===== config.mk =====
export PLATFORM = sky130hd
export DESIGN_NAME = mfd_job_fifo
export DESIGN_NICKNAME = d
export VERILOG_FILES = /design/src/rtl/core/mfd_job_fifo.sv
export SDC_FILE = /design/constraint.sdc
export NUM_CORES = 1
export LEC_CHECK = 0
export ABC_CLOCK_PERIOD_IN_PS = 1400
export BUFFER_PORTS_ARGS = -buffer_cell sky130_fd_sc_hd__buf_2
export CORE_ASPECT_RATIO = 0.9
export CORE_UTILIZATION = 30
export DETAILED_ROUTE_END_ITERATION = 7
export PLACE_DENSITY = 0.61
export SETUP_SLACK_MARGIN = 0.1
export SLEW_MARGIN = 20
export SYNTH_ARGS = -nofsm -noshare
export SYNTH_HDL_FRONTEND = slang
export SYNTH_SLANG_ARGS = --single-unit

===== constraint.sdc =====
create_clock -name i_clk -period 1.4 [get_ports i_clk]
set_input_delay 0.42 -clock i_clk [delete_from_list [all_inputs] [get_ports i_clk]]
set_output_delay 0.42 -clock i_clk [all_outputs]
set_load 0.01 [all_outputs]

===== src/rtl/core/mfd_job_fifo.sv =====
// Two-entry job queue between front and back end, holding window start addresses.
module mfd_job_fifo #(
    parameter int WIDTH = 6
) (
    input  logic             i_clk,
    input  logic             i_rst_n,
    input  logic             i_push,
    input  logic [WIDTH-1:0] i_data,
    input  logic             i_pop,
    output logic             o_valid,
    output logic [WIDTH-1:0] o_data,
    output logic             o_empty
);
    logic [WIDTH-1:0] r_mem [2];
    logic             r_wptr;
    logic             r_rptr;
    logic [1:0]       r_count;
    logic             do_pop;

    assign do_pop  = i_pop && (r_count != 2'd0);
    assign o_valid = (r_count != 2'd0);
    assign o_empty = (r_count == 2'd0);
    assign o_data  = r_mem[r_rptr];

    always_ff @(posedge i_clk) begin
        if (i_push) begin
            r_mem[r_wptr] <= i_data;
        end
    end

    always_ff @(posedge i_clk) begin
        if (!i_rst_n) begin
            r_wptr  <= 1'b0;
            r_rptr  <= 1'b0;
            r_count <= 2'd0;
        end else begin
            if (i_push) begin
                r_wptr <= ~r_wptr;
            end
            if (do_pop) begin
                r_rptr <= ~r_rptr;
            end
            r_count <= r_count + {1'b0, i_push} - {1'b0, do_pop};
        end
    end

`ifndef SYNTHESIS
    a_no_overflow: assert property (@(posedge i_clk) disable iff (!i_rst_n)
        i_push |-> (r_count != 2'd2 || do_pop))
        else $error("job queue overflow");
`endif

endmodule


==> impl_summary.log <==
INFO  metric wire_length_of_the_first_global_routing_pass = 2020 um
INFO  metric buffer_ports.inserted = 17
INFO  metric die_width = 52.1 um
INFO  metric worstPathRequired = 0.98 ns
INFO  metric tritoncts = yes
INFO  metric worst_slew_pin_slew = 0.299 ns
INFO  metric total_power = 1.69 mW
INFO  metric layoutNonFillerInstCount = 92
INFO  metric fmaxAchievable = 0.633 GHz
INFO  metric cell_rows = 15
INFO  metric vias_after_detailed_routing = 405
INFO  metric clock_tree.buffer_depth = 2
INFO  metric cell_count_after_synthesis = 42
INFO  metric area_growth = 43.8%
INFO  metric period_share = 113%
INFO  metric cpPeakStageDelay = 0.43 ns
INFO  metric vdd_ir_drop_max = 0.000717 V
INFO  metric reg2reg_setup_slack = -0.03 ns
INFO  metric floorplan.initialDensity = 33.4%
INFO  metric final_nets = 80
INFO  metric run_status = finished, violations left
INFO  metric grt_overflow_total = 0
INFO  metric yosysSeqAreaShare = 68.0%
INFO  metric layout_commonest_cell = edfxtp_1
INFO  metric fin_worst_hold_slack = 0.309 ns
INFO  metric globalRouteTotalUtil = 12.6%
INFO  metric place.detailed.hpwl = 779 um
INFO  metric dpl.cell_count = 85
INFO  metric netlist_area = 677 sq um
INFO  metric first_global_vias = 447
INFO  metric timing.clock.skew = 0.00742 ns
INFO  metric library_cell_used_as_clock_root_buffer = clkbuf_4
INFO  metric synth_top_family_by_area = multiplexers
INFO  metric number_of_clock_buffers_inserted_by_tritoncts = 3
INFO  metric maxCapViolations = 0
INFO  metric post_cts_hold_buffer_count = 0
INFO  metric holdCritPathClass = in -> reg
INFO  metric clock-sinks = 17
INFO  metric n_fill_cell = 183
INFO  metric die_y = 47.1 um
INFO  metric synthesized_area_fraction_occupied_by_ao_oa_aoi_and_oai_cells = 2.22%
INFO  metric floorplan.io_pins = 18
INFO  metric critical_path_peak_fanout = 6
INFO  metric critPathArrivalTime = 1.16 ns
INFO  metric initial_antenna_violation_count = 0
INFO  metric postSynthAreaPerCell = 16.1 sq um
INFO  metric placed_area = 826 sq um
INFO  metric worst_path_cell_chain = mux2_4, buf_6
INFO  metric cts.clk_slew.worst_paths = 0.11 ns
INFO  metric critPathLaunchType = flop
INFO  metric finalSetupViolations = 9
INFO  metric drt_iter0_drc = 1
INFO  metric core_area = 2030 sq um
INFO  metric synthDistinctLibCells = 15
INFO  metric cts_htree_levels = 1
INFO  metric wl = 1170 um
INFO  metric post_drt_wl_per_cell = 12.7 um
INFO  metric final_area = 973 sq um
INFO  metric kind_of_critical_path = reg -> out
INFO  metric ys_ff_latch = 17
INFO  metric synth_simple_gate_area_share = 7.39%
INFO  metric insertedDiodeCount = 0
INFO  metric period_minus_slack = 1.58 ns
INFO  metric worst_slack = -0.179 ns
INFO  metric post_synthesis_adder_cell_area_fraction = 3.70%
INFO  metric unrepaired_setup_endpoints_after_global_routing = yes
INFO  metric finalHoldViolCount = 0
INFO  metric detailedRoute.firstPassIterationCount = 4
INFO  metric share_of_post_route_cells_with_drive_strength_above_1 = 64.2%
INFO  metric static_leakage = 0.403 nW
INFO  metric number_of_antenna_violating_nets_in_the_routed_design = 0
INFO  metric final_core_utilization = 48.0%
INFO  metric dieArea = 2450 sq um
INFO  metric yosysWarningCount = 0
INFO  metric post-route-drc-count = 0
INFO  metric mostFrequentLayoutCells = edfxtp_1 (12), buf_2 (9), buf_6 (9), mux2_4 (6), buf_4 (4)
INFO  metric power_per_cell_area = 1740 nW/um^2
INFO  metric timing.slew.headroom = 80.1%
INFO  metric failed_checks = negative setup slack
INFO  metric via_count_normalized_by_instance_count = 4.40
INFO  metric end_kind = output pin
INFO  metric grt_start_max_net_pins = 11
INFO  metric report.final.slew_viol_count = 0
INFO  metric yosys-mux-area-fraction = 12.9%
INFO  metric xor_xnor_share_of_the_synthesized_area = 3.33%
INFO  metric gp_congestion = 0.598
INFO  metric critical_path.slowest_cell = dfxtp_4
INFO  metric insertion_delay = 0.29 ns
INFO  metric mappedNetlistNets = 54
==> cell type report <==
cell class / instances / area [sq um] / share of cell area (%)
clock buffer: 3 / 22.5 / 2.31
clock inverter: 1 / 5.00 / 0.514
inverter: 3 / 11.3 / 1.16
multi-input combinational: 21 / 260 / 26.7
sequential: 17 / 467 / 47.9
tap: 25 / 31.3 / 3.21
timing repair buffer: 22 / 176 / 18.1
==> Yosys cell counts, drive strengths merged <==
library cell	number	share of area [%]
mux2	6	10
edfxtp	12	53
nor2b	3	3.1
xnor3	1	3.3
or2	1	0.92
nand2b	1	0.92
mux2i	2	3.0
nand2	1	0.55
buf	1	0.74
o21a	2	2.2
ha	2	3.7
and2	2	1.8
inv	3	1.7
dfxtp	5	15
==> registers in the layout (all words and copies together), names as in the netlist, named ones only <==
name	count
r_mem	12
r_count	2
r_rptr	1
r_wptr	1
==> worst max-delay path, delay by kind of cell (launching register included) <==
kind,cells,cell delay [ns]
buffers and inverters,1,0.12
DFF,1,0.43
muxes,1,0.32
==> final timing paths <==
check                                      startpoint               endpoint  cells past startpoint
worst max register to register  r_count[1]$_SDFF_PN0_  r_count[1]$_SDFF_PN0_                      7
worst min register to register    r_rptr$_SDFFE_PN0P_                   flop                      2
worst max-delay path                             flop              o_data[4]                      2
worst min-delay path                        i_data[2]  r_mem[1][2]$_DFFE_PP_                      1
==> stage by stage <==
step,setup WS [ns],TNS [ns]
2_1_floorplan,0.0834,0
3_3_place_gp,-0.0266,-0.0398
3_5_place_dp,-0.0378,-0.0594
4_1_cts,-0.192,-1.22
5_1_grt,-0.230,-1.67
6_report,-0.179,-1.16
==> cells by family (layout without fill, tap and decap cells) <==
logic type | after synthesis | after routing
compound gates | 2 | 2
mux | 8 | 8
flops | 17 | 17
buf+inv | 4 | 29
xor+xnor | 1 | 1
simple gates | 8 | 8
fa+ha+maj | 2 | 2
==> timing repair <==
| action | 4_1_cts | 5_1_grt |
|---|---|---|
| gates resized for setup | 24 | 0 |
| pin swaps | 3 | 0 |
| endpoints found under the hold margin | 0 | 0 |
| endpoints found under the setup margin | 10 | 10 |
| buffers inserted | 3 | 0 |
==> report_power, final <==
part / switching, mW / leakage (nW) / internal [mW]
combinational: 0.251 / 0.230 / 0.494
sequential: 0.0672 / 0.155 / 0.619
clock: 0.158 / 0.0177 / 0.106
==> per-layer routing <==
layer  up-vias  wire length (um)  track usage, %
li1        199                 -               -
met1       196               497            14.6
met2         8               625            20.8
met3         2                27            2.91
met4         0                18            9.73
met5         -                 0               0
Power figures use the tool's default switching activity.
