[src/rtl/core/mfd_pkg.sv]
// Shared types, constants and the coefficient table of the multichannel FIR decimator.
package mfd_pkg;

    localparam int SAMPLE_W   = 16;
    localparam int ACC_W      = 32;
    localparam int COEF_W     = 19;
    localparam int COEF_COUNT = 63;
    localparam int MAX_CH     = 8;
    localparam int STEP_W     = 7;
    localparam int TAP_IDX_W  = 8;

    localparam logic [STEP_W-1:0] STEP_RESET = 7'd4;

    typedef logic [TAP_IDX_W-1:0]         t_tap_idx;
    typedef logic signed [SAMPLE_W-1:0]   t_sample;
    typedef logic signed [COEF_W-1:0]     t_coef;

    typedef enum logic [1:0] {
        BK_IDLE,
        BK_RUN,
        BK_DRAIN,
        BK_DONE
    } t_bk_state;

    // Symmetric low-pass kernel, oldest sample first.
    localparam t_coef COEF_TABLE [COEF_COUNT] = '{
        19'sd2158,    -19'sd3620,   -19'sd7100,   -19'sd4486,
        19'sd1833,    19'sd2758,    -19'sd2365,   -19'sd3667,
        19'sd2091,    19'sd4641,    -19'sd1618,   -19'sd5790,
        19'sd807,     19'sd7030,    19'sd412,     -19'sd8308,
        -19'sd2119,   19'sd9586,    19'sd4462,    -19'sd10802,
        -19'sd7643,   19'sd11929,   19'sd12065,   -19'sd12913,
        -19'sd18596,  19'sd13723,   19'sd29512,   -19'sd14331,
        -19'sd53266,  19'sd14702,   19'sd166092,  19'sd247319,
        19'sd166092,  19'sd14702,   -19'sd53266,  -19'sd14331,
        19'sd29512,   19'sd13723,   -19'sd18596,  -19'sd12913,
        19'sd12065,   19'sd11929,   -19'sd7643,   -19'sd10802,
        19'sd4462,    19'sd9586,    -19'sd2119,   -19'sd8308,
        19'sd412,     19'sd7030,    19'sd807,     -19'sd5790,
        -19'sd1618,   19'sd4641,    19'sd2091,    -19'sd3667,
        -19'sd2365,   19'sd2758,    19'sd1833,    -19'sd4486,
        -19'sd7100,   -19'sd3620,   19'sd2158
    };

    // Taps past the end of the table weigh nothing.
    function automatic t_coef coef_at(t_tap_idx k);
        t_coef c;
        c = '0;
        if (k < t_tap_idx'(COEF_COUNT)) begin
            c = COEF_TABLE[k[5:0]];
        end
        return c;
    endfunction

endpackage

[src/rtl/core/mfd_in_if.sv]
// Frame channel: valid/ready handshake carrying eight channel samples.
interface mfd_in_if;
    logic                 valid;
    logic                 ready;
    logic signed [15:0]   sample_ch0;
    logic signed [15:0]   sample_ch1;
    logic signed [15:0]   sample_ch2;
    logic signed [15:0]   sample_ch3;
    logic signed [15:0]   sample_ch4;
    logic signed [15:0]   sample_ch5;
    logic signed [15:0]   sample_ch6;
    logic signed [15:0]   sample_ch7;

    modport source (
        output valid, sample_ch0, sample_ch1, sample_ch2, sample_ch3,
               sample_ch4, sample_ch5, sample_ch6, sample_ch7,
        input  ready
    );
    modport sink (
        input  valid, sample_ch0, sample_ch1, sample_ch2, sample_ch3,
               sample_ch4, sample_ch5, sample_ch6, sample_ch7,
        output ready
    );
endinterface

[src/rtl/core/mfd_front.sv]
// Front end: takes frames, writes the history, counts fill and phase, queues filter jobs.
module mfd_front #(
    parameter int TAPS     = 63,
    parameter int CHANNELS = 8
) (
    input  logic                                  i_clk,
    input  logic                                  i_rst_n,
    mfd_in_if.sink                                i_frame,
    input  logic                                  i_cfg_valid,
    input  logic [mfd_pkg::STEP_W-1:0]            i_cfg_step,
    input  logic                                  i_back_idle,
    input  logic                                  i_queue_empty,
    output logic                                  o_wr_en,
    output logic [$clog2(TAPS)-1:0]               o_wr_addr,
    output logic [CHANNELS*mfd_pkg::SAMPLE_W-1:0] o_wr_data,
    output logic                                  o_push,
    output logic [$clog2(TAPS)-1:0]               o_push_start
);
    localparam int AW = $clog2(TAPS);
    localparam int FW = $clog2(TAPS + 1);
    localparam int SW = mfd_pkg::STEP_W;

    logic [AW-1:0] r_wr_pos, n_wr_pos;
    logic [FW-1:0] r_fill, n_fill;
    logic [SW-1:0] r_phase, n_phase;
    logic [SW-1:0] r_step;
    logic [SW-1:0] step_eff;
    logic [SW:0]   phase_inc;
    logic          accept;
    logic          full_n;
    logic          emit;
    mfd_pkg::t_sample smp [mfd_pkg::MAX_CH];

    assign smp[0] = i_frame.sample_ch0;
    assign smp[1] = i_frame.sample_ch1;
    assign smp[2] = i_frame.sample_ch2;
    assign smp[3] = i_frame.sample_ch3;
    assign smp[4] = i_frame.sample_ch4;
    assign smp[5] = i_frame.sample_ch5;
    assign smp[6] = i_frame.sample_ch6;
    assign smp[7] = i_frame.sample_ch7;

    // Hold off while a filter pass is pending or running: it reads the window in place.
    assign i_frame.ready = i_back_idle && i_queue_empty;
    assign accept        = i_frame.valid && i_frame.ready;

    always_comb begin
        n_wr_pos  = (r_wr_pos == AW'(TAPS - 1)) ? '0 : r_wr_pos + 1'b1;
        n_fill    = (r_fill == FW'(TAPS)) ? r_fill : r_fill + 1'b1;
        full_n    = (n_fill == FW'(TAPS));
        step_eff  = (r_step == '0) ? SW'(1) : r_step;
        phase_inc = {1'b0, r_phase} + 1'b1;
        n_phase   = r_phase;
        if (full_n) begin
            n_phase = (phase_inc >= {1'b0, step_eff}) ? '0 : phase_inc[SW-1:0];
        end
        emit = full_n && (r_phase == '0);
    end

    always_comb begin
        o_wr_data = '0;
        for (int c = 0; c < CHANNELS; c++) begin
            o_wr_data[c*mfd_pkg::SAMPLE_W +: mfd_pkg::SAMPLE_W] = smp[c];
        end
    end

    assign o_wr_en      = accept;
    assign o_wr_addr    = r_wr_pos;
    assign o_push       = accept && emit;
    assign o_push_start = n_wr_pos;

    always_ff @(posedge i_clk) begin
        if (!i_rst_n) begin
            r_wr_pos <= '0;
            r_fill   <= '0;
            r_phase  <= '0;
            r_step   <= mfd_pkg::STEP_RESET;
        end else begin
            if (i_cfg_valid) begin
                r_step <= i_cfg_step;
            end
            if (accept) begin
                r_wr_pos <= n_wr_pos;
                r_fill   <= n_fill;
                r_phase  <= n_phase;
            end
        end
    end

`ifndef SYNTHESIS
    a_accept_when_back_idle: assert property (@(posedge i_clk) disable iff (!i_rst_n)
        accept |-> (i_back_idle && i_queue_empty))
        else $error("frame taken while a filter pass was outstanding");
    a_no_job_before_full: assert property (@(posedge i_clk) disable iff (!i_rst_n)
        (accept && !full_n) |-> !o_push)
        else $error("filter job queued before the history was full");
`endif

endmodule

[src/flat_wrapper.sv]
// flat-port wrapper written by rule: the top's interface ports become plain ports
module mfd_front_flat 
#(
    parameter int TAPS     = 63,
    parameter int CHANNELS = 8
)
  (i_clk, i_rst_n, i_cfg_valid, i_cfg_step, i_back_idle, i_queue_empty, o_wr_en, o_wr_addr, o_wr_data, o_push, o_push_start, i_frame_valid, i_frame_sample_ch0, i_frame_sample_ch1, i_frame_sample_ch2, i_frame_sample_ch3, i_frame_sample_ch4, i_frame_sample_ch5, i_frame_sample_ch6, i_frame_sample_ch7, i_frame_ready);
  mfd_in_if i_frame_i ();
  input  logic i_clk;
  input  logic i_rst_n;
  input  logic i_cfg_valid;
  input  logic [mfd_pkg::STEP_W-1:0] i_cfg_step;
  input  logic i_back_idle;
  input  logic i_queue_empty;
  output logic o_wr_en;
  output logic [$clog2(TAPS)-1:0] o_wr_addr;
  output logic [CHANNELS*mfd_pkg::SAMPLE_W-1:0] o_wr_data;
  output logic o_push;
  output logic [$clog2(TAPS)-1:0] o_push_start;
  input wire logic [$bits(i_frame_i.valid)-1:0] i_frame_valid;
  input wire logic [$bits(i_frame_i.sample_ch0)-1:0] i_frame_sample_ch0;
  input wire logic [$bits(i_frame_i.sample_ch1)-1:0] i_frame_sample_ch1;
  input wire logic [$bits(i_frame_i.sample_ch2)-1:0] i_frame_sample_ch2;
  input wire logic [$bits(i_frame_i.sample_ch3)-1:0] i_frame_sample_ch3;
  input wire logic [$bits(i_frame_i.sample_ch4)-1:0] i_frame_sample_ch4;
  input wire logic [$bits(i_frame_i.sample_ch5)-1:0] i_frame_sample_ch5;
  input wire logic [$bits(i_frame_i.sample_ch6)-1:0] i_frame_sample_ch6;
  input wire logic [$bits(i_frame_i.sample_ch7)-1:0] i_frame_sample_ch7;
  output wire logic [$bits(i_frame_i.ready)-1:0] i_frame_ready;
  assign i_frame_i.valid = i_frame_valid;
  assign i_frame_i.sample_ch0 = i_frame_sample_ch0;
  assign i_frame_i.sample_ch1 = i_frame_sample_ch1;
  assign i_frame_i.sample_ch2 = i_frame_sample_ch2;
  assign i_frame_i.sample_ch3 = i_frame_sample_ch3;
  assign i_frame_i.sample_ch4 = i_frame_sample_ch4;
  assign i_frame_i.sample_ch5 = i_frame_sample_ch5;
  assign i_frame_i.sample_ch6 = i_frame_sample_ch6;
  assign i_frame_i.sample_ch7 = i_frame_sample_ch7;
  assign i_frame_ready = i_frame_i.ready;
  mfd_front #(.TAPS(TAPS), .CHANNELS(CHANNELS)) u_core (.i_clk(i_clk), .i_rst_n(i_rst_n), .i_frame(i_frame_i), .i_cfg_valid(i_cfg_valid), .i_cfg_step(i_cfg_step), .i_back_idle(i_back_idle), .i_queue_empty(i_queue_empty), .o_wr_en(o_wr_en), .o_wr_addr(o_wr_addr), .o_wr_data(o_wr_data), .o_push(o_push), .o_push_start(o_push_start));
endmodule
[config.mk]
export PLATFORM = sky130hd
export DESIGN_NAME = mfd_front_flat
export DESIGN_NICKNAME = d
export VERILOG_FILES = /design/src/rtl/core/mfd_pkg.sv /design/src/rtl/core/mfd_in_if.sv /design/src/rtl/core/mfd_front.sv /design/src/flat_wrapper.sv
export SDC_FILE = /design/constraint.sdc
export NUM_CORES = 1
export LEC_CHECK = 0
export ABC_AREA = 1
export CORE_AREA = 4 4 107 109
export DETAILED_ROUTE_END_ITERATION = 16
export DIE_AREA = 0 0 111 113
export DONT_BUFFER_PORTS = 1
export PLACE_DENSITY = 0.35
export SLEW_MARGIN = 5
export SYNTH_ARGS = -nofsm -noshare
export SYNTH_HDL_FRONTEND = slang
export SYNTH_SLANG_ARGS = --single-unit
export TNS_END_PERCENT = 10
[constraint.sdc]
create_clock -name i_clk -period 4.03 [get_ports i_clk]
set_clock_uncertainty 0.1 [all_clocks]
set_input_delay 0.2015 -clock i_clk [delete_from_list [all_inputs] [get_ports i_clk]]
set_output_delay 0.2015 -clock i_clk [all_outputs]
set_load 0.01 [all_outputs]
==> results by group, run 1 <==
GRT
  • GRT Util Overall: 0.07845
  • Most Used Layer, Global Route: met2
  • Grt met2 use: 0.1315
  • First-pass GRT wire length: around 8 mm
  • Pin count of the biggest net entering global routing: 21
  • Gr ovfl total: 0
  • Vias in the first global route: approximately 1500
  • Met1 Use GR: 0.07917
  • Grt met3 use: 0.03797
  • Initial antenna violation count: 0

Power
  • Power Density: ~290 mW/mm^2
  • Clock Power Share: 0.399
  • Internal: between 400 and 500 uW
  • Tot Pwr: between 500 and 600 uW
  • Switching power: approximately 130 uW
  • VDD IR max: 0.0001114 V
  • Leak Pwr: ~0.95 nW
  • Combinational power share: 0.096
  • Sw frac: 0.2409
  • Register share of total power: 0.506

Yosys
  • Synth top area cells: buf_4 37%, dfxtp_1 20%, nand2_1 7.2%, inv_1 6.5%, ha_1 5.8%
  • Post-synth EDFFs: 0
  • Synth top cells by count: 129 x buf_4, 50 x nand2_1, 45 x inv_1, 39 x nor2_1, 26 x dfxtp_1
  • Yosys reg bits: 26
  • Sequential fraction of the synthesis area: 0.1998
  • Yosys top cell area share: 0.3718
  • Most common cell in the netlist: buf_4
  • Async S/R FF share, synth: 0
  • Cells after synthesis: approximately 380
  • Post-synthesis average cell area: 6.910 sq um
  • Synth area leader: buf_4
  • Post-synth top flop: dfxtp_1
  • Mapped Nets: 530
  • Library cells used by synthesis: 32
  • Synthesized area: 0.002605 sq mm
  • Ys Warns: 0

Min path
  • Hold Path Class: primary input to flip-flop

Floorplan
  • Die span in y: around 110 microns
  • CORE AREA: about 0.011 sq mm
  • Die Wd: 111 microns
  • Initial Utilization: 0.2457
  • Die area: 0.01254 sq mm
  • # rows: 38
  • IO Pins: about 280

Setup path
  • Worst R2R Setup Slack: ~1.7 ns
  • WP data required: about 3.7 ns
  • Setup CP Type: flip-flop to output pin
  • Crit Path Max Fanout: 15
  • Critical R2R Launch: u_core.r_phase[2]
  • Worst setup path end: o_push
  • Worst setup SP type: flip-flop
  • R2r endpoint: u_core.r_phase[0]
  • CP arrival: 2.15 ns
  • Worst Setup SP: u_core.r_fill[1]
  • Crit. End Element: output pin
  • Reg2Reg Depth: 11

Placed design
  • Port-buffer cells: 0
  • Routability cong.: between 0.7 and 0.8
  • Post-DP HPWL: approximately 4.2 mm
  • Placed cell areas: around 0.0018 sq mm

Timing
  • Min Clock Period, post-route: approximately 2.4 ns
  • Worst rel slew slack: 0.4677
  • RSZ-0062 raised after global routing: false
  • Max frequency: about 400 MHz
  • Slew Viols, Final: 0
  • Fin. Hold Viols: 0
  • Tightest Pin Transition: roughly 0.80 ns
  • Tcrit/Tclk final: 0.6077
  • Final setup violation count: 0
  • Setup_tns: 0 ns

Drt
  • Antenna-violating nets left: 0
  • Via/cell ratio: between 4 and 5
  • Number of iterations in the first detailed-routing pass: 4
  • DR iter-0 viols: 36
  • WL per Instance: 13.54 microns
  • Drt drc: 0
  • Routed WL: ~5.3 mm
  • Routed vias: 1600

Clock network
  • Post-CTS sizing: 0
  • Clock Sinks: 26
  • Skew-Pair Late Insertion Delay: between 0.2 and 0.3 ns
  • Clk slew on worst S/H paths: about 0.1 ns
  • Clock buffer count from CTS: 3
  • H-tree depth: 1
  • Setup Buffers After CTS: 0
  • Root buffer cell: clkbuf_8
  • CTS max path bufs: 2
  • CTS tree: built

Finish
  • Number of diodes: 0
  • Register area: roughly 520 sq um
  • Area grow syn2layout: -27.57%
  • Share of cells above drive strength 1: 0.04781
  • Final Cell Area: between 0.0015 and 0.002 sq mm
  • Area occupied by multi-input gates: 907.1 sq um
  • # fillers: between 1000 and 1500
  • Nets@finish: 405

Outcome
  • Status: finished clean

Job
  • Max_cap viols: 0
## repair_timing
item                       4_1_cts  5_1_grt
hold endpoints to repair        21        0
hold buffers                     4        0
setup endpoints to repair        0        0
## critical path, cell delays in order (launching register included)
cell	delay, ns
dfxtp_1	0.44
ha_1	0.26
nand3_2	0.12
nor2_2	0.15
nand2_1	0.06
nand2_1	0.08
nand2_1	0.06
nor2_2	0.09
nand2_2	0.17
nor3_1	0.43
## power groups by stage
stage / Combinational, mW / Clock (mW) / Sequential (mW)
after floorplan: 0.174 / 0 / 0.281
after global placement: 0.0472 / 0 / 0.286
after detailed placement: 0.0473 / 0 / 0.285
after CTS: 0.0542 / 0.232 / 0.279
after global routing: 0.0623 / 0.242 / 0.281
final: 0.0528 / 0.220 / 0.279
## sequential cells by signal (all words and copies together) (netlist names)
signal            cells
u_core.o_wr_addr      6
u_core.r_phase        7
u_core.r_fill         6
u_core.r_step         7
## how the worst min path moves through the flow
stage / endpoint / cells after the start / from
2_1_floorplan: u_core.r_step[2] / 1 / i_cfg_valid
3_3_place_gp: u_core.r_step[2] / 1 / i_cfg_valid
3_5_place_dp: u_core.r_step[2] / 1 / i_cfg_valid
4_1_cts: u_core.r_step[3] / 2 / i_cfg_step[3]
5_1_grt: u_core.r_step[4] / 2 / i_cfg_step[4]
6_report: u_core.r_step[3] / 2 / i_cfg_step[3]
## final cells by class
cell class              instances  share of cell area
multi-input cells             171              0.4808
flip-flops and latches         26              0.2759
well taps                     140             0.09284
inverters                      46             0.09151
clock buffers                   3             0.02188
repair buffers                  4             0.02122
clock inverters                 1             0.01592
## cell families (layout without fill, tap and decap cells)
logic type,count (synthesis),in the layout,synth area share
AOI/OAI and AO/OA,38,38,0.08070
xor gates and xnor gates,7,7,0.02354
adders and majority gates,12,12,0.05764
buffers and inverters,180,54,0.4520
DFF,26,26,0.1998
and+or+nand+nor,114,114,0.1864
## stage by stage
step | std cells | hold WS (ns) | util | setup slack (ns)
final | 391 | 0.01577 | 0.1780 | 1.581
after global routing | 391 | 0.01609 | 0.1780 | 1.260
after CTS | 391 | 0.005407 | 0.1780 | 1.488
after detailed placement | 383 | 0.2287 | 0.1675 | 1.679
after global placement | 383 | 0.2242 | 0.1675 | 1.696
after floorplan | 377 | 0.2132 | - | 1.978
## layer usage
layer	wire length [microns]	share of wire
met3	530	0.10
met1	1908	0.36
met2	2552	0.48
met5	0	0
met4	301	0.057
## cell usage in the layout (no fill, tap or decap)
cell type      netlist  routed
xor2_1               7       7
clkinv_1             1       1
o21ai_0             16      16
a21oi_1             14      14
bufinv_16            0       1
o211ai_1             1       1
ha_1                12      12
o21a_1               1       1
a31o_2               1       1
clkbuf_8             1       3
dfxtp_1             26      26
nand3_1             10      10
o21ai_2              1       1
nand2_1             50      50
nor2_2               3       3
a21o_1               1       1
o21ai_1              1       1
o21bai_1             1       1
nand4_1              4       4
and3_1               1       1
nand2_2              1       1
nor3_1               2       2
dlygate4sd3_1        0       4
nand3_2              1       1
nor2_4               1       1
nor2_1              39      39
nor3b_1              1       1
a211oi_1             1       1
nor4_1               1       1
inv_1               45      45
Note: power is estimated with default switching activity, not from simulation.
==> run 2: changes to the inputs <==
--- a/config.mk
+++ b/config.mk
@@ -5,12 +5,12 @@
 export SDC_FILE = /design/constraint.sdc
 export NUM_CORES = 1
 export LEC_CHECK = 0
-export ABC_AREA = 1
+export ABC_AREA = 0
 export CORE_AREA = 4 4 107 109
 export DETAILED_ROUTE_END_ITERATION = 16
 export DIE_AREA = 0 0 111 113
 export DONT_BUFFER_PORTS = 1
-export PLACE_DENSITY = 0.35
+export PLACE_DENSITY = 0.36
 export SLEW_MARGIN = 5
 export SYNTH_ARGS = -nofsm -noshare
 export SYNTH_HDL_FRONTEND = slang
==> constraint.sdc (replaced) <==
create_clock -name i_clk -period 2.1 [get_ports i_clk]
set_clock_uncertainty 0.1 [all_clocks]
set_input_delay 0.105 -clock i_clk [delete_from_list [all_inputs] [get_ports i_clk]]
set_output_delay 0.105 -clock i_clk [all_outputs]
set_load 0.01 [all_outputs]
==> run 2 against run 1 <==
The run now ends with negative setup slack left. Combinational power increased by 140%. Design area increased by 24%. Sequential share of layout area decreased by 4.9 points.
==> results by group, run 2 <==
Outcome
  • Status: complete, but fails checks
  • Failing checks: negative setup slack

GRT
  • Pin count of the biggest net entering global routing: 33
  • GRT Util Overall: 0.08143
  • First-pass GRT wire length: ~8.4 mm
  • Gr ovfl total: 0
  • Vias in the first global route: between 1500 and 2000
  • Initial antenna violation count: 0

Yosys
  • Synth area leader: buf_4
  • Ys Warns: 0
  • Mapped Nets: approximately 480
  • Synthesized area: approximately 0.0026 sq mm
  • Synth top cells by count: 128 x buf_4, 26 x dfxtp_1, 24 x nand2_1, 14 x nand3_1, 13 x inv_1
  • Sequential fraction of the synthesis area: 0.2021
  • Async S/R FF share, synth: 0
  • Post-synthesis average cell area: 7.972 sq um
  • Most common cell in the netlist: buf_4
  • Post-synth top flop: dfxtp_1
  • Cells after synthesis: ~320
  • Synth top area cells: buf_4 37%, dfxtp_1 20%, ha_1 5.8%, nand2_1 3.5%, nand3_1 2.7%
  • Library cells used by synthesis: 45
  • Yosys top cell area share: 0.3732
  • Post-synth EDFFs: 0
  • Yosys reg bits: 26

Setup path
  • Slowest stage cell, crit path: dfxtp_4
  • Crit path cell chain: ha_4 -> and3_4 -> nand3_4 -> xnor2_2 -> ha_1 -> and3_1 -> a21oi_4 -> buf_6 -> nand4bb_1 -> a21boi_1
  • Worst setup SP type: flip-flop
  • WP depth: 10
  • CP arrival: ~2.4 ns
  • Reg2Reg Depth: 10
  • Crit Path Max Fanout: 7
  • Setup CP Type: flip-flop to flip-flop
  • Bufs and invs on worst path: 1
  • Crit. End Element: flip-flop
  • Critical R2R Launch: u_core.r_phase[0]
  • WP data required: between 2 and 2.5 ns
  • Crit-path leading delay family: simple AND/OR/NAND/NOR gates
  • Max incr delay on CP: approximately 0.40 ns
  • Worst Setup SP: u_core.r_phase[0]

Finish
  • Most frequent cells in the layout: 34 x buf_4, 23 x nand2_1, 22 x dfxtp_1
  • Number of diodes: 0
  • # fillers: 1157
  • Post-layout util: 0.2215
  • Nets@finish: approximately 400
  • Most common cell after layout, fill and taps aside: buf_4
  • Regs by FF count: u_core.r_phase x7, u_core.r_step x7
  • Area grow syn2layout: -8.795%
  • Final Cell Area: 0.002349 sq mm
  • Share of cells above drive strength 1: 0.2614

Power
  • VDD IR max: around 0.00022 V
  • Leak Pwr: about 0.94 nW
  • Power Density: between 400 and 500 mW/mm^2
  • Tot Pwr: between 1 and 1.5 mW

Drt
  • DR iter-0 viols: 29
  • Antenna-violating nets left: 0
  • Routed vias: approximately 1700
  • Routed WL: around 5.3 mm
  • Number of iterations in the first detailed-routing pass: 4
  • WL per Instance: 13.92 microns
  • Drt drc: 0
  • Via/cell ratio: about 4.4

Timing
  • Max frequency: roughly 430 MHz
  • Final setup violation count: 8
  • Setup_tns: -1.367 ns
  • Tcrit/Tclk final: 1.107
  • Tightest Pin Transition: approximately 0.64 ns
  • Slew Viols, Final: 0
  • RSZ-0062 raised after global routing: true
  • Min Clock Period, post-route: 2.324 ns
  • Final worst slack: -0.2241 ns
  • Fin. Hold Viols: 0
  • Worst rel slew slack: 0.5711

Clock network
  • H-tree depth: 1
  • CTS tree: built
  • Clock Sinks: 26
  • Clk slew on worst S/H paths: between 0.1 and 0.15 ns
  • Skew-Pair Late Insertion Delay: 0.28 ns
  • CTS max path bufs: 2
  • Root buffer cell: clkbuf_8
  • Clock buffer count from CTS: 3

Min path
  • Worst hold path startpoint: i_rst_n
  • Worst hold path depth: 3
  • Hold Path Class: primary input to flip-flop

Floorplan
  • Die span in y: around 110 microns
  • Die Wd: around 110 microns
  • Die area: roughly 0.013 sq mm
  • CORE AREA: approximately 0.011 sq mm
  • Initial Utilization: 0.2429
  • IO Pins: 284
  • # rows: 38

Placed design
  • Post-DP HPWL: between 3 and 4 mm
  • Placed cell areas: slightly above 0.002 sq mm
  • Routability cong.: 0.7824
  • Port-buffer cells: 0

Job
  • Max_cap viols: 0
==> run 2: report_power, final <==
| part | internal, mW | switching, mW | total [mW] |
|---|---|---|---|
| Combinational | 0.0681 | 0.0564 | 0.125 |
| Clock | 0.256 | 0.186 | 0.442 |
| Sequential | 0.502 | 0.00880 | 0.510 |
| Total | 0.825 | 0.252 | 1.08 |
==> run 2: layout make-up <==
class	count	area (sq um)	area share
Clock buffer	3	41.29	0.01758
Multi-Input combinational cell	149	1104	0.4699
Inverter	13	48.80	0.02078
Tap cell	140	175.2	0.07459
Timing Repair Buffer	49	416.7	0.1774
Clock inverter	1	30.03	0.01279
Sequential cell	26	533.0	0.2270
==> run 2: layer usage <==
metal / vias to the layer above / GRT usage / share of wire
met5: - / 0 / 0
met4: 0 / 0.06240 / 0.062
met3: 44 / 0.02941 / 0.086
met2: 61 / 0.1242 / 0.44
met1: 790 / 0.09298 / 0.41
li1: 782 / - / -
==> run 2: path summary, 6_finish.rpt <==
path,to,slack [ns]
max,u_core.r_phase[1],-0.22
max reg2reg,u_core.r_phase[1],-0.22
min reg2reg,u_core.r_phase[1],0.41
min,u_core.r_fill[2],0.02
==> run 2: what timing repair did <==
item,CTS,global route
hold buffers,14,0
resized for setup,6,6
buffers inserted,2,2
setup endpoints to repair,8,8
hold endpoints to repair,26,0
pin swaps,5,4
==> run 2: stage by stage <==
stage	worst slack [ns]	hold WS (ns)	instances
5_1_grt	-0.3315	0.01072	381
6_report	-0.2241	0.01953	381
3_3_place_gp	-0.2440	0.1101	359
3_5_place_dp	-0.2222	0.1101	359
4_1_cts	-0.2351	0.004094	379
2_1_floorplan	-0.03405	0.1354	323
==> run 2: logic make-up after synthesis <==
group | after synthesis | share of synthesized area
compound gates | 37 | 0.1001
xor+xnor | 10 | 0.03401
fa+ha+maj | 12 | 0.05831
buf+inv | 148 | 0.4052
flops | 26 | 0.2021
mux | 6 | 0.02332
simple gates | 84 | 0.1769
==> run 2: worst reg2reg max path: cells and delay by family (launching register included) <==
family / cells / cell delay [ns]
buffers and inverters: 1 / 0.15
XOR/XNOR: 1 / 0.15
adder cells (fa/ha/maj): 2 / 0.46
AND/OR/NAND/NOR: 4 / 0.58
flip-flops: 1 / 0.40
AO/OA/AOI/OAI: 2 / 0.43
